## src/hw/rtl/ngga_pkg.sv

```systemverilog
// Package for the GGA line parser: character codes and the classified word type.
// No dependencies.
package ngga_pkg;

  localparam logic [7:0] CH_CR     = 8'h0D;
  localparam logic [7:0] CH_DOLLAR = 8'h24;
  localparam logic [7:0] CH_COMMA  = 8'h2C;
  localparam logic [7:0] CH_POINT  = 8'h2E;
  localparam logic [7:0] CH_G      = 8'h47;
  localparam logic [7:0] CH_P      = 8'h50;
  localparam logic [7:0] CH_A      = 8'h41;
  localparam logic [7:0] CH_S      = 8'h53;
  localparam logic [7:0] CH_W      = 8'h57;
  localparam logic [33:0] DIG_LIMIT = 34'd999999999;

  // word as classified by the front end
  typedef struct packed {
    logic       is_cr;
    logic [7:0] ch;
  } ngga_item_t;

  function automatic logic [7:0] tag_char(input logic [2:0] pos);
    logic [7:0] r;
    begin
      r = 8'h00;
      case (pos)
        3'd0: r = CH_DOLLAR;
        3'd1: r = CH_G;
        3'd2: r = CH_P;
        3'd3: r = CH_G;
        3'd4: r = CH_G;
        3'd5: r = CH_A;
        default: r = 8'h00;
      endcase
      return r;
    end
  endfunction

  function automatic logic [3:0] hex_val(input logic [7:0] c);
    logic [3:0] r;
    begin
      r = 4'd0;
      if (c >= 8'h30 && c <= 8'h39) r = 4'(c - 8'h30);
      else if (c >= 8'h41 && c <= 8'h46) r = 4'(c - 8'h37);
      return r;
    end
  endfunction

endpackage

```

## src/hw/rtl/ngga_front.sv

```systemverilog
// Front end: filters printable bytes and CR into a two-entry queue.
// Depends on ngga_pkg.
module ngga_front
  import ngga_pkg::*;
(
  input  logic       clk,
  input  logic       rst_n,
  input  logic       in_valid,
  output logic       in_ready,
  input  logic [7:0] in_rx_byte,
  output logic       q_valid,
  input  logic       q_ready,
  output ngga_item_t q_item
);

  ngga_item_t mem_r [2];
  logic       wp_r, rp_r;
  logic [1:0] cnt_r;
  logic       keep, push, pop;

  assign in_ready = (cnt_r != 2'd2);
  assign keep = (in_rx_byte == CH_CR) || (in_rx_byte >= 8'h20 && in_rx_byte <= 8'h7E);
  assign push = in_valid && in_ready && keep;
  assign q_valid = (cnt_r != 2'd0);
  assign pop = q_valid && q_ready;
  assign q_item = mem_r[rp_r];

  always_ff @(posedge clk) begin
    if (push) begin
      mem_r[wp_r] <= '{is_cr: (in_rx_byte == CH_CR), ch: in_rx_byte};
    end
    if (!rst_n) begin
      wp_r <= 1'b0;
      rp_r <= 1'b0;
      cnt_r <= 2'd0;
    end else begin
      if (push) wp_r <= ~wp_r;
      if (pop) rp_r <= ~rp_r;
      cnt_r <= cnt_r + {1'b0, push} - {1'b0, pop};
    end
  end

`ifndef SYNTH
  a_no_over: assert property (@(posedge clk) disable iff (!rst_n)
    cnt_r == 2'd2 |-> !push) else $error("queue overrun");
  a_cnt_rng: assert property (@(posedge clk) disable iff (!rst_n)
    cnt_r != 2'd3) else $error("queue count bad");
  a_pop_nonempty: assert property (@(posedge clk) disable iff (!rst_n)
    pop |-> cnt_r != 2'd0) else $error("pop from empty");
`endif

endmodule

```

## src/hw/rtl/ngga_back.sv

```systemverilog
// Back end: per-line header match, checksum and token parse, one result per line.
// Depends on ngga_pkg.
module ngga_back
  import ngga_pkg::*;
#(
  parameter int LINE_BUFFER = 255
) (
  input  logic        clk,
  input  logic        rst_n,
  input  logic        q_valid,
  output logic        q_ready,
  input  ngga_item_t  q_item,
  output logic        out_valid,
  input  logic        out_ready,
  output logic        out_header_found,
  output logic        out_checksum_ok,
  output logic        out_fields_complete,
  output logic [6:0]  out_computed_sum,
  output logic [7:0]  out_received_sum,
  output logic [33:0] out_lat_digits,
  output logic [3:0]  out_lat_frac_count,
  output logic        out_lat_south,
  output logic [33:0] out_lon_digits,
  output logic [3:0]  out_lon_frac_count,
  output logic        out_lon_west,
  output logic [7:0]  out_fix_quality
);

  localparam int LW = $clog2(LINE_BUFFER + 1);
  localparam logic [LW-1:0] LEN_END = LW'(LINE_BUFFER - 1);

  logic [2:0]  hpos_r, hpos_nxt;
  logic        hseen_r, hseen_nxt;
  logic [6:0]  xor_r, xor_nxt;
  logic [23:0] l3_r, l3_nxt;
  logic [LW-1:0] len_r, len_nxt;
  logic [2:0]  tok_r, tok_nxt;
  logic        intok_r, intok_nxt;
  logic [33:0] lat_r, lat_nxt, lon_r, lon_nxt;
  logic [5:0]  latf_r, latf_nxt, lonf_r, lonf_nxt;
  logic        south_r, south_nxt, west_r, west_nxt;
  logic [7:0]  fix_r, fix_nxt;
  logic        ov_r;
  logic        emit, take, ok;
  logic [7:0]  c;
  logic        isdig;
  logic [7:0]  rx;
  logic [11:0] fixv;

  // one coordinate character; f = {frac[3:0], stop, point}
  function automatic logic [39:0] coord(input logic [33:0] acc, input logic [5:0] f,
                                        input logic [7:0] ch);
    logic [33:0] a;
    logic [5:0]  g;
    begin
      a = acc;
      g = f;
      if (!f[1]) begin
        if (ch == CH_POINT) begin
          if (f[0]) g[1] = 1'b1; else g[0] = 1'b1;
        end else if (ch >= 8'h30 && ch <= 8'h39) begin
          if (acc > DIG_LIMIT) g[1] = 1'b1;
          else begin
            a = 34'((acc << 3) + (acc << 1) + {26'd0, ch - 8'h30});
            if (f[0]) g[5:2] = f[5:2] + 4'd1;
          end
        end else g[1] = 1'b1;
      end
      return {g, a};
    end
  endfunction

  assign q_ready = !ov_r || out_ready;
  assign take = q_valid && q_ready;
  assign c = q_item.ch;
  assign isdig = (c >= 8'h30 && c <= 8'h39);
  // fix * 10 + digit, wide enough for a saturated 255 followed by a digit
  assign fixv = 12'({fix_r, 3'b000}) + 12'({fix_r, 1'b0}) + {4'd0, c - 8'h30};

  // next line state; a CR leaves it as it is, so the result always reads the _nxt values
  always_comb begin
    hpos_nxt = hpos_r; hseen_nxt = hseen_r; xor_nxt = xor_r; l3_nxt = l3_r;
    len_nxt = len_r; tok_nxt = tok_r; intok_nxt = intok_r;
    lat_nxt = lat_r; lon_nxt = lon_r; latf_nxt = latf_r; lonf_nxt = lonf_r;
    south_nxt = south_r; west_nxt = west_r; fix_nxt = fix_r;
    emit = 1'b0;
    if (q_item.is_cr) begin
      emit = 1'b1;
    end else begin
      len_nxt = len_r + LW'(1);
      if (!hseen_r) begin
        if (hpos_r < 3'd6 && c == tag_char(hpos_r)) hpos_nxt = hpos_r + 3'd1;
        else hpos_nxt = (c == CH_DOLLAR) ? 3'd1 : 3'd0;
        if (hpos_nxt == 3'd6) begin
          hseen_nxt = 1'b1;
          xor_nxt = 7'(CH_G ^ CH_P);
          l3_nxt = {CH_G, CH_G, CH_A};
          tok_nxt = 3'd0;
          intok_nxt = 1'b1;
        end
      end else begin
        xor_nxt = xor_r ^ l3_r[22:16];
        l3_nxt = {l3_r[15:0], c};
        if (c == CH_COMMA) intok_nxt = 1'b0;
        else begin
          if (!intok_r) begin
            intok_nxt = 1'b1;
            if (tok_r < 3'd7) tok_nxt = tok_r + 3'd1;
            if (tok_nxt == 3'd3 && c == CH_S) south_nxt = 1'b1;
            if (tok_nxt == 3'd5 && c == CH_W) west_nxt = 1'b1;
          end
          if (tok_nxt == 3'd2) {latf_nxt, lat_nxt} = coord(lat_r, latf_r, c);
          else if (tok_nxt == 3'd4) {lonf_nxt, lon_nxt} = coord(lon_r, lonf_r, c);
          else if (tok_nxt == 3'd6) begin
            if (isdig) fix_nxt = (fixv > 12'd255) ? 8'd255 : fixv[7:0];
            else tok_nxt = 3'd7;
          end
        end
      end
      if (len_nxt >= LEN_END) emit = 1'b1;
    end
  end

  assign rx = {hex_val(l3_nxt[15:8]), hex_val(l3_nxt[7:0])};
  assign ok = hseen_nxt && (xor_nxt == rx[6:0]) && !rx[7];

  always_ff @(posedge clk) begin
    if (take && emit) begin
      out_header_found    <= hseen_nxt;
      out_checksum_ok     <= ok;
      out_fields_complete <= ok && (tok_nxt >= 3'd6);
      out_computed_sum    <= hseen_nxt ? xor_nxt : 7'd0;
      out_received_sum    <= hseen_nxt ? rx : 8'd0;
      out_lat_digits      <= ok ? lat_nxt : '0;
      out_lat_frac_count  <= ok ? latf_nxt[5:2] : '0;
      out_lat_south       <= ok && south_nxt;
      out_lon_digits      <= ok ? lon_nxt : '0;
      out_lon_frac_count  <= ok ? lonf_nxt[5:2] : '0;
      out_lon_west        <= ok && west_nxt;
      out_fix_quality     <= ok ? fix_nxt : '0;
    end
    if (!rst_n) begin
      ov_r <= 1'b0; hseen_r <= 1'b0; len_r <= '0;
      hpos_r <= '0; xor_r <= '0; l3_r <= '0; tok_r <= '0; intok_r <= 1'b0;
      lat_r <= '0; lon_r <= '0; latf_r <= '0; lonf_r <= '0;
      south_r <= 1'b0; west_r <= 1'b0; fix_r <= '0;
    end else begin
      if (take && emit) begin
        hseen_r <= 1'b0; len_r <= '0;
        hpos_r <= '0; xor_r <= '0; l3_r <= '0; tok_r <= '0; intok_r <= 1'b0;
        lat_r <= '0; lon_r <= '0; latf_r <= '0; lonf_r <= '0;
        south_r <= 1'b0; west_r <= 1'b0; fix_r <= '0;
      end else if (take) begin
        hseen_r <= hseen_nxt; len_r <= len_nxt;
        hpos_r <= hpos_nxt; xor_r <= xor_nxt; l3_r <= l3_nxt;
        tok_r <= tok_nxt; intok_r <= intok_nxt;
        lat_r <= lat_nxt; lon_r <= lon_nxt; latf_r <= latf_nxt; lonf_r <= lonf_nxt;
        south_r <= south_nxt; west_r <= west_nxt; fix_r <= fix_nxt;
      end
      if (take && emit) ov_r <= 1'b1;
      else if (out_ready) ov_r <= 1'b0;
    end
  end

  assign out_valid = ov_r;

`ifndef SYNTH
  a_hold: assert property (@(posedge clk) disable iff (!rst_n)
    ov_r && !out_ready |=> ov_r) else $error("result dropped");
  a_len: assert property (@(posedge clk) disable iff (!rst_n)
    len_r < LEN_END) else $error("line length past end");
  a_hdr: assert property (@(posedge clk) disable iff (!rst_n)
    !hseen_r |-> tok_r == 3'd0) else $error("tokens before header");
`endif

endmodule

```

## src/hw/rtl/nmea_gga_line_parser_unit.sv

```systemverilog
// Top level of the GGA line parser: front filter, queue and back-end parser.
// Depends on ngga_pkg, ngga_front, ngga_back.
//
//  channel | ports                         | dir
//  in      | in_valid/in_ready/in_rx_byte  | byte from serial link
//  out     | out_valid/out_ready/out_*     | one result per line
//
// One byte a cycle while in_ready is high. The CR or the final kept byte of a line
// passes the queue entry, then the back-end result register, which raises out_valid.
// Front stage drops non-printable bytes and fills a two-word queue while it has room.
// Back end updates line state per word taken; while a result waits it takes no
// words, so the queue fills and in_ready drops. Synchronous active-low reset.
module nmea_gga_line_parser_unit
  import ngga_pkg::*;
#(
  parameter int LINE_BUFFER = 255
) (
  input  logic        clk,
  input  logic        rst_n,
  input  logic        in_valid,
  output logic        in_ready,
  input  logic [7:0]  in_rx_byte,
  output logic        out_valid,
  input  logic        out_ready,
  output logic        out_header_found,
  output logic        out_checksum_ok,
  output logic        out_fields_complete,
  output logic [6:0]  out_computed_sum,
  output logic [7:0]  out_received_sum,
  output logic [33:0] out_lat_digits,
  output logic [3:0]  out_lat_frac_count,
  output logic        out_lat_south,
  output logic [33:0] out_lon_digits,
  output logic [3:0]  out_lon_frac_count,
  output logic        out_lon_west,
  output logic [7:0]  out_fix_quality
);

  logic       q_valid, q_ready;
  ngga_item_t q_item;

  ngga_front u_front (
    .clk, .rst_n, .in_valid, .in_ready, .in_rx_byte,
    .q_valid, .q_ready, .q_item
  );

  ngga_back #(.LINE_BUFFER(LINE_BUFFER)) u_back (
    .clk, .rst_n, .q_valid, .q_ready, .q_item,
    .out_valid, .out_ready, .out_header_found, .out_checksum_ok,
    .out_fields_complete, .out_computed_sum, .out_received_sum,
    .out_lat_digits, .out_lat_frac_count, .out_lat_south,
    .out_lon_digits, .out_lon_frac_count, .out_lon_west, .out_fix_quality
  );

endmodule
```

## config.mk

```make
export PLATFORM = sky130hd
export DESIGN_NAME = nmea_gga_line_parser_unit
export DESIGN_NICKNAME = d
export VERILOG_FILES = /design/src/hw/rtl/ngga_pkg.sv /design/src/hw/rtl/ngga_front.sv /design/src/hw/rtl/ngga_back.sv /design/src/hw/rtl/nmea_gga_line_parser_unit.sv
export SDC_FILE = /design/constraint.sdc
export NUM_CORES = 1
export LEC_CHECK = 0
export BUFFER_PORTS_ARGS = -buffer_cell sky130_fd_sc_hd__buf_2
export CAP_MARGIN = 20
export CORE_MARGIN = 2
export CORE_UTILIZATION = 53
export CTS_CLUSTER_DIAMETER = 40
export DETAILED_ROUTE_END_ITERATION = 12
export PLACE_DENSITY = 0.71
export SLEW_MARGIN = 40
export SYNTH_ARGS = -nofsm -noshare
export SYNTH_HDL_FRONTEND = slang
export SYNTH_HIERARCHICAL = 1
export SYNTH_SLANG_ARGS = --single-unit
```

## constraint.sdc

```tcl
create_clock -name clk -period 10.98 [get_ports clk]
set_input_delay 1.098 -clock clk [delete_from_list [all_inputs] [get_ports clk]]
set_output_delay 1.098 -clock clk [all_outputs]
set_load 0.05 [all_outputs]
```

==> results.md <==
* CTS max path bufs at 3
* Setup ws final at 4330 ps
* GRT Resource Usage Total at 25.3%
* Vias post-DR at 13900
* CTS tree: done
* Sequential area share after synthesis at 39.2%
* Initial antenna violation count at 0
* Avg WL per Cell at 17.5 um
* Gr ovfl total at 0
* Distinct cells, synth at 89
* Pleak at 0.00751 uW
* Nets at 2116
* Max-slew headroom at 44.9%
* Cell row count at 64
* Most frequent cell after synthesis: nor2_1
* H-tree Lvls at 2
* Pre-antenna DRT Iters at 5
* Tmin final at 6650 ps
* Critical path arrival at 6980 ps
* Ys async rst share at 0%
* Hold-fix buffers, CTS at 0
* Initial cell density of the core at 54.0%
* Worst setup EP type: flop
* Synth Flop Type: dfxtp_1
* # DRC at 0
* Vias/cell at 5.88
* Met1 Use GR at 35.6%
* Cell Area, Synth at 16600 um2
* Seq cells post-synth at 264
* Gpl congestion at 0.877
* Max-Cap Viols at 0
* Unrepaired setup endpoints after global routing: no
* Initial DRC count at 984
* CTS Buf Count at 44
* Pwr dens at 198 nW/um2
* Routed wire length at 41400 um
* Die Ht at 181 um
* CP Data Required Time at 11310 ps
* Clock Sinks at 264
* Skew-Pair Late Insertion Delay at 540 ps
* Post-Route Setup TNS at 0 ps
* CTS clock-pin slew for the worst setup and hold paths at 50 ps
* Gr busiest metal: met2
* Crit path kind: reg -> reg
* P&R area growth vs syn at 14.4%
* Die ar. at 32800 um2
* Fmax at 0.150 GHz
* Post-synth EDFFs at 122
* Area contributors post-synth: edfxtp_1 22%, dfxtp_1 17%, ha_1 11%
* Tightest Hold Check Type: reg -> reg
* Detail Placement HPWL at 28500 um
* Post-synth top cells: 220 x nor2_1, 206 x nand2_1, 198 x a21oi_1
* Vias in the first global route at 13500
* Status: finished, final reports clean
* Final Hold Viols at 0
* Final Max Slew Viols at 0
* Place WS at 4340 ps
* Clock skew at 20.6 ps
* Largest net degree at the start of global routing at 94
* Setup bufs post-CTS at 0
* Largest area contributor in the netlist: edfxtp_1
* Fraction of layout cells with a size suffix above 1 at 14.7%
* Post_cts resized at 0
* Avg Inst Size Synth at 9.03 um2
* Critical path launch point type: flop
* N_diodes at 0
* Core area at 30700 um2
* GR Util met2 at 41.0%
* Final setup vio count at 0
* Synthesized instance count at 1838
* Die Wd at 181 um
* Met3 GRT Util at 3.97%
* Fin crit share at 60.5%
* Ys Warns at 6
* # IOs at 118
* Worst VDD drop at 0.196 mV
* Area share of the largest cell type after synthesis at 22.1%
* Number of port buffers at 117
* Actual slew at the worst max-slew pin at 823 ps
* Crit-path max FO at 45
* Net Count, Synth at 2016
* Root buffer cell: clkbuf_16
* Final antenna-violating net count at 0
* First-pass GRT wire length at 68500 um
## layer usage
metal | share of wire, % | wire (um)
met1 | 47 | 19300
met5 | 0 | 0
met2 | 46 | 18900
met3 | 5.7 | 2370
met4 | 1.9 | 782
## power by group
part           switching [uW]  internal (uW)  leakage, uW
Clock                     520            863     0.000723
Combinational             855            260      0.00447
Sequential               65.1           1200      0.00232
## placed cells by master, fill, tap and decap left out, drive strengths merged, types with 6 or more instances in the layout
| cell type | instances |
|---|---|
| a211oi | 37 |
| a21o | 17 |
| a21oi | 198 |
| a22oi | 13 |
| a311oi | 9 |
| a31oi | 15 |
| and2 | 13 |
| and3 | 10 |
| buf | 131 |
| clkbuf | 49 |
| clkinv | 9 |
| clkinvlp | 8 |
| dfxtp | 142 |
| edfxtp | 122 |
| fa | 18 |
| ha | 148 |
| inv | 86 |
| mux2 | 11 |
| mux2i | 45 |
| nand2 | 206 |
| nand2b | 13 |
| nand3 | 40 |
| nand3b | 7 |
| nand4 | 14 |
| nor2 | 250 |
| nor2b | 14 |
| nor3 | 40 |
| nor4 | 9 |
| o21a | 16 |
| o21ai | 75 |
| o21bai | 9 |
| o22ai | 8 |
| or2 | 8 |
| or3 | 9 |
| or4 | 6 |
| xnor2 | 57 |
| xor2 | 37 |
## through the flow
| stage | std cells | utilization [%] | total power, uW | area (um2) | hold WS [ps] |
|---|---|---|---|---|---|
| after floorplan | 1838 | - | 2130 | 16600 | 437 |
| after global placement | 2287 | 56.8 | 2370 | 17500 | 449 |
| after detailed placement | 2288 | 56.8 | 2390 | 17500 | 460 |
| after CTS | 2369 | 61.7 | 3790 | 19000 | 472 |
| after global routing | 2369 | 61.8 | 3930 | 19000 | 511 |
| final | 2369 | 61.8 | 3760 | 19000 | 466 |
## worst max-delay path: stages (launching register included)
cell       delay (ps)
dfxtp_1           580
mux2_2            550
nor2_1            200
nor4b_1           450
o2111ai_2         330
o31ai_4           520
o22ai_2           210
inv_2             130
ha_1              160
nor2_1             60
o21ai_0           120
and2_1            160
o211ai_1           90
a31oi_1           580
nand4_1           170
a32o_1            310
nor4_2            320
nand3_4           560
buf_4             560
a2111oi_1         380
## worst paths after layout
| kind | cells past startpoint | from | endpoint | slack (ps) |
|---|---|---|---|---|
| worst max-delay path | 19 | flop | u_back/out_fields_complete | 4330 |
| worst min-delay path | 2 | u_back/south_r | u_back/south_r | 470 |
| worst max register to register | 19 | flop | u_back/out_fields_complete | 4330 |
| worst min register to register | 2 | u_back/south_r | u_back/south_r | 470 |
## area by class of cell
type                       instances  area, um2
tap                              396        495
fill                            2633      11800
sequential                       264       6510
clock buffer                      49       1180
timing repair buffer             131        698
multi-input combinational       1423       9510
clock inverter                    32        327
inverter                          74        278
## cells by family after synthesis
kind of cell / share of synthesized area, %
DFF: 39.2
and+or+nand+nor: 18.3
muxes: 3.46
buffers and inverters: 3.86
xor gates and xnor gates: 4.96
adders and majority gates: 13.3
AOI/OAI and AO/OA: 16.9
## registers in the layout, summed over array words and instances (netlist names), 18 cells and up, named ones only
| register | count |
|---|---|
| u_back/out_lon_digits | 34 |
| u_back/l3_r | 23 |
| u_back/lat_r | 34 |
| u_front/mem_r | 18 |
| u_back/out_lat_digits | 34 |
| u_back/lon_r | 34 |
(Power assumes the default switching activity.)
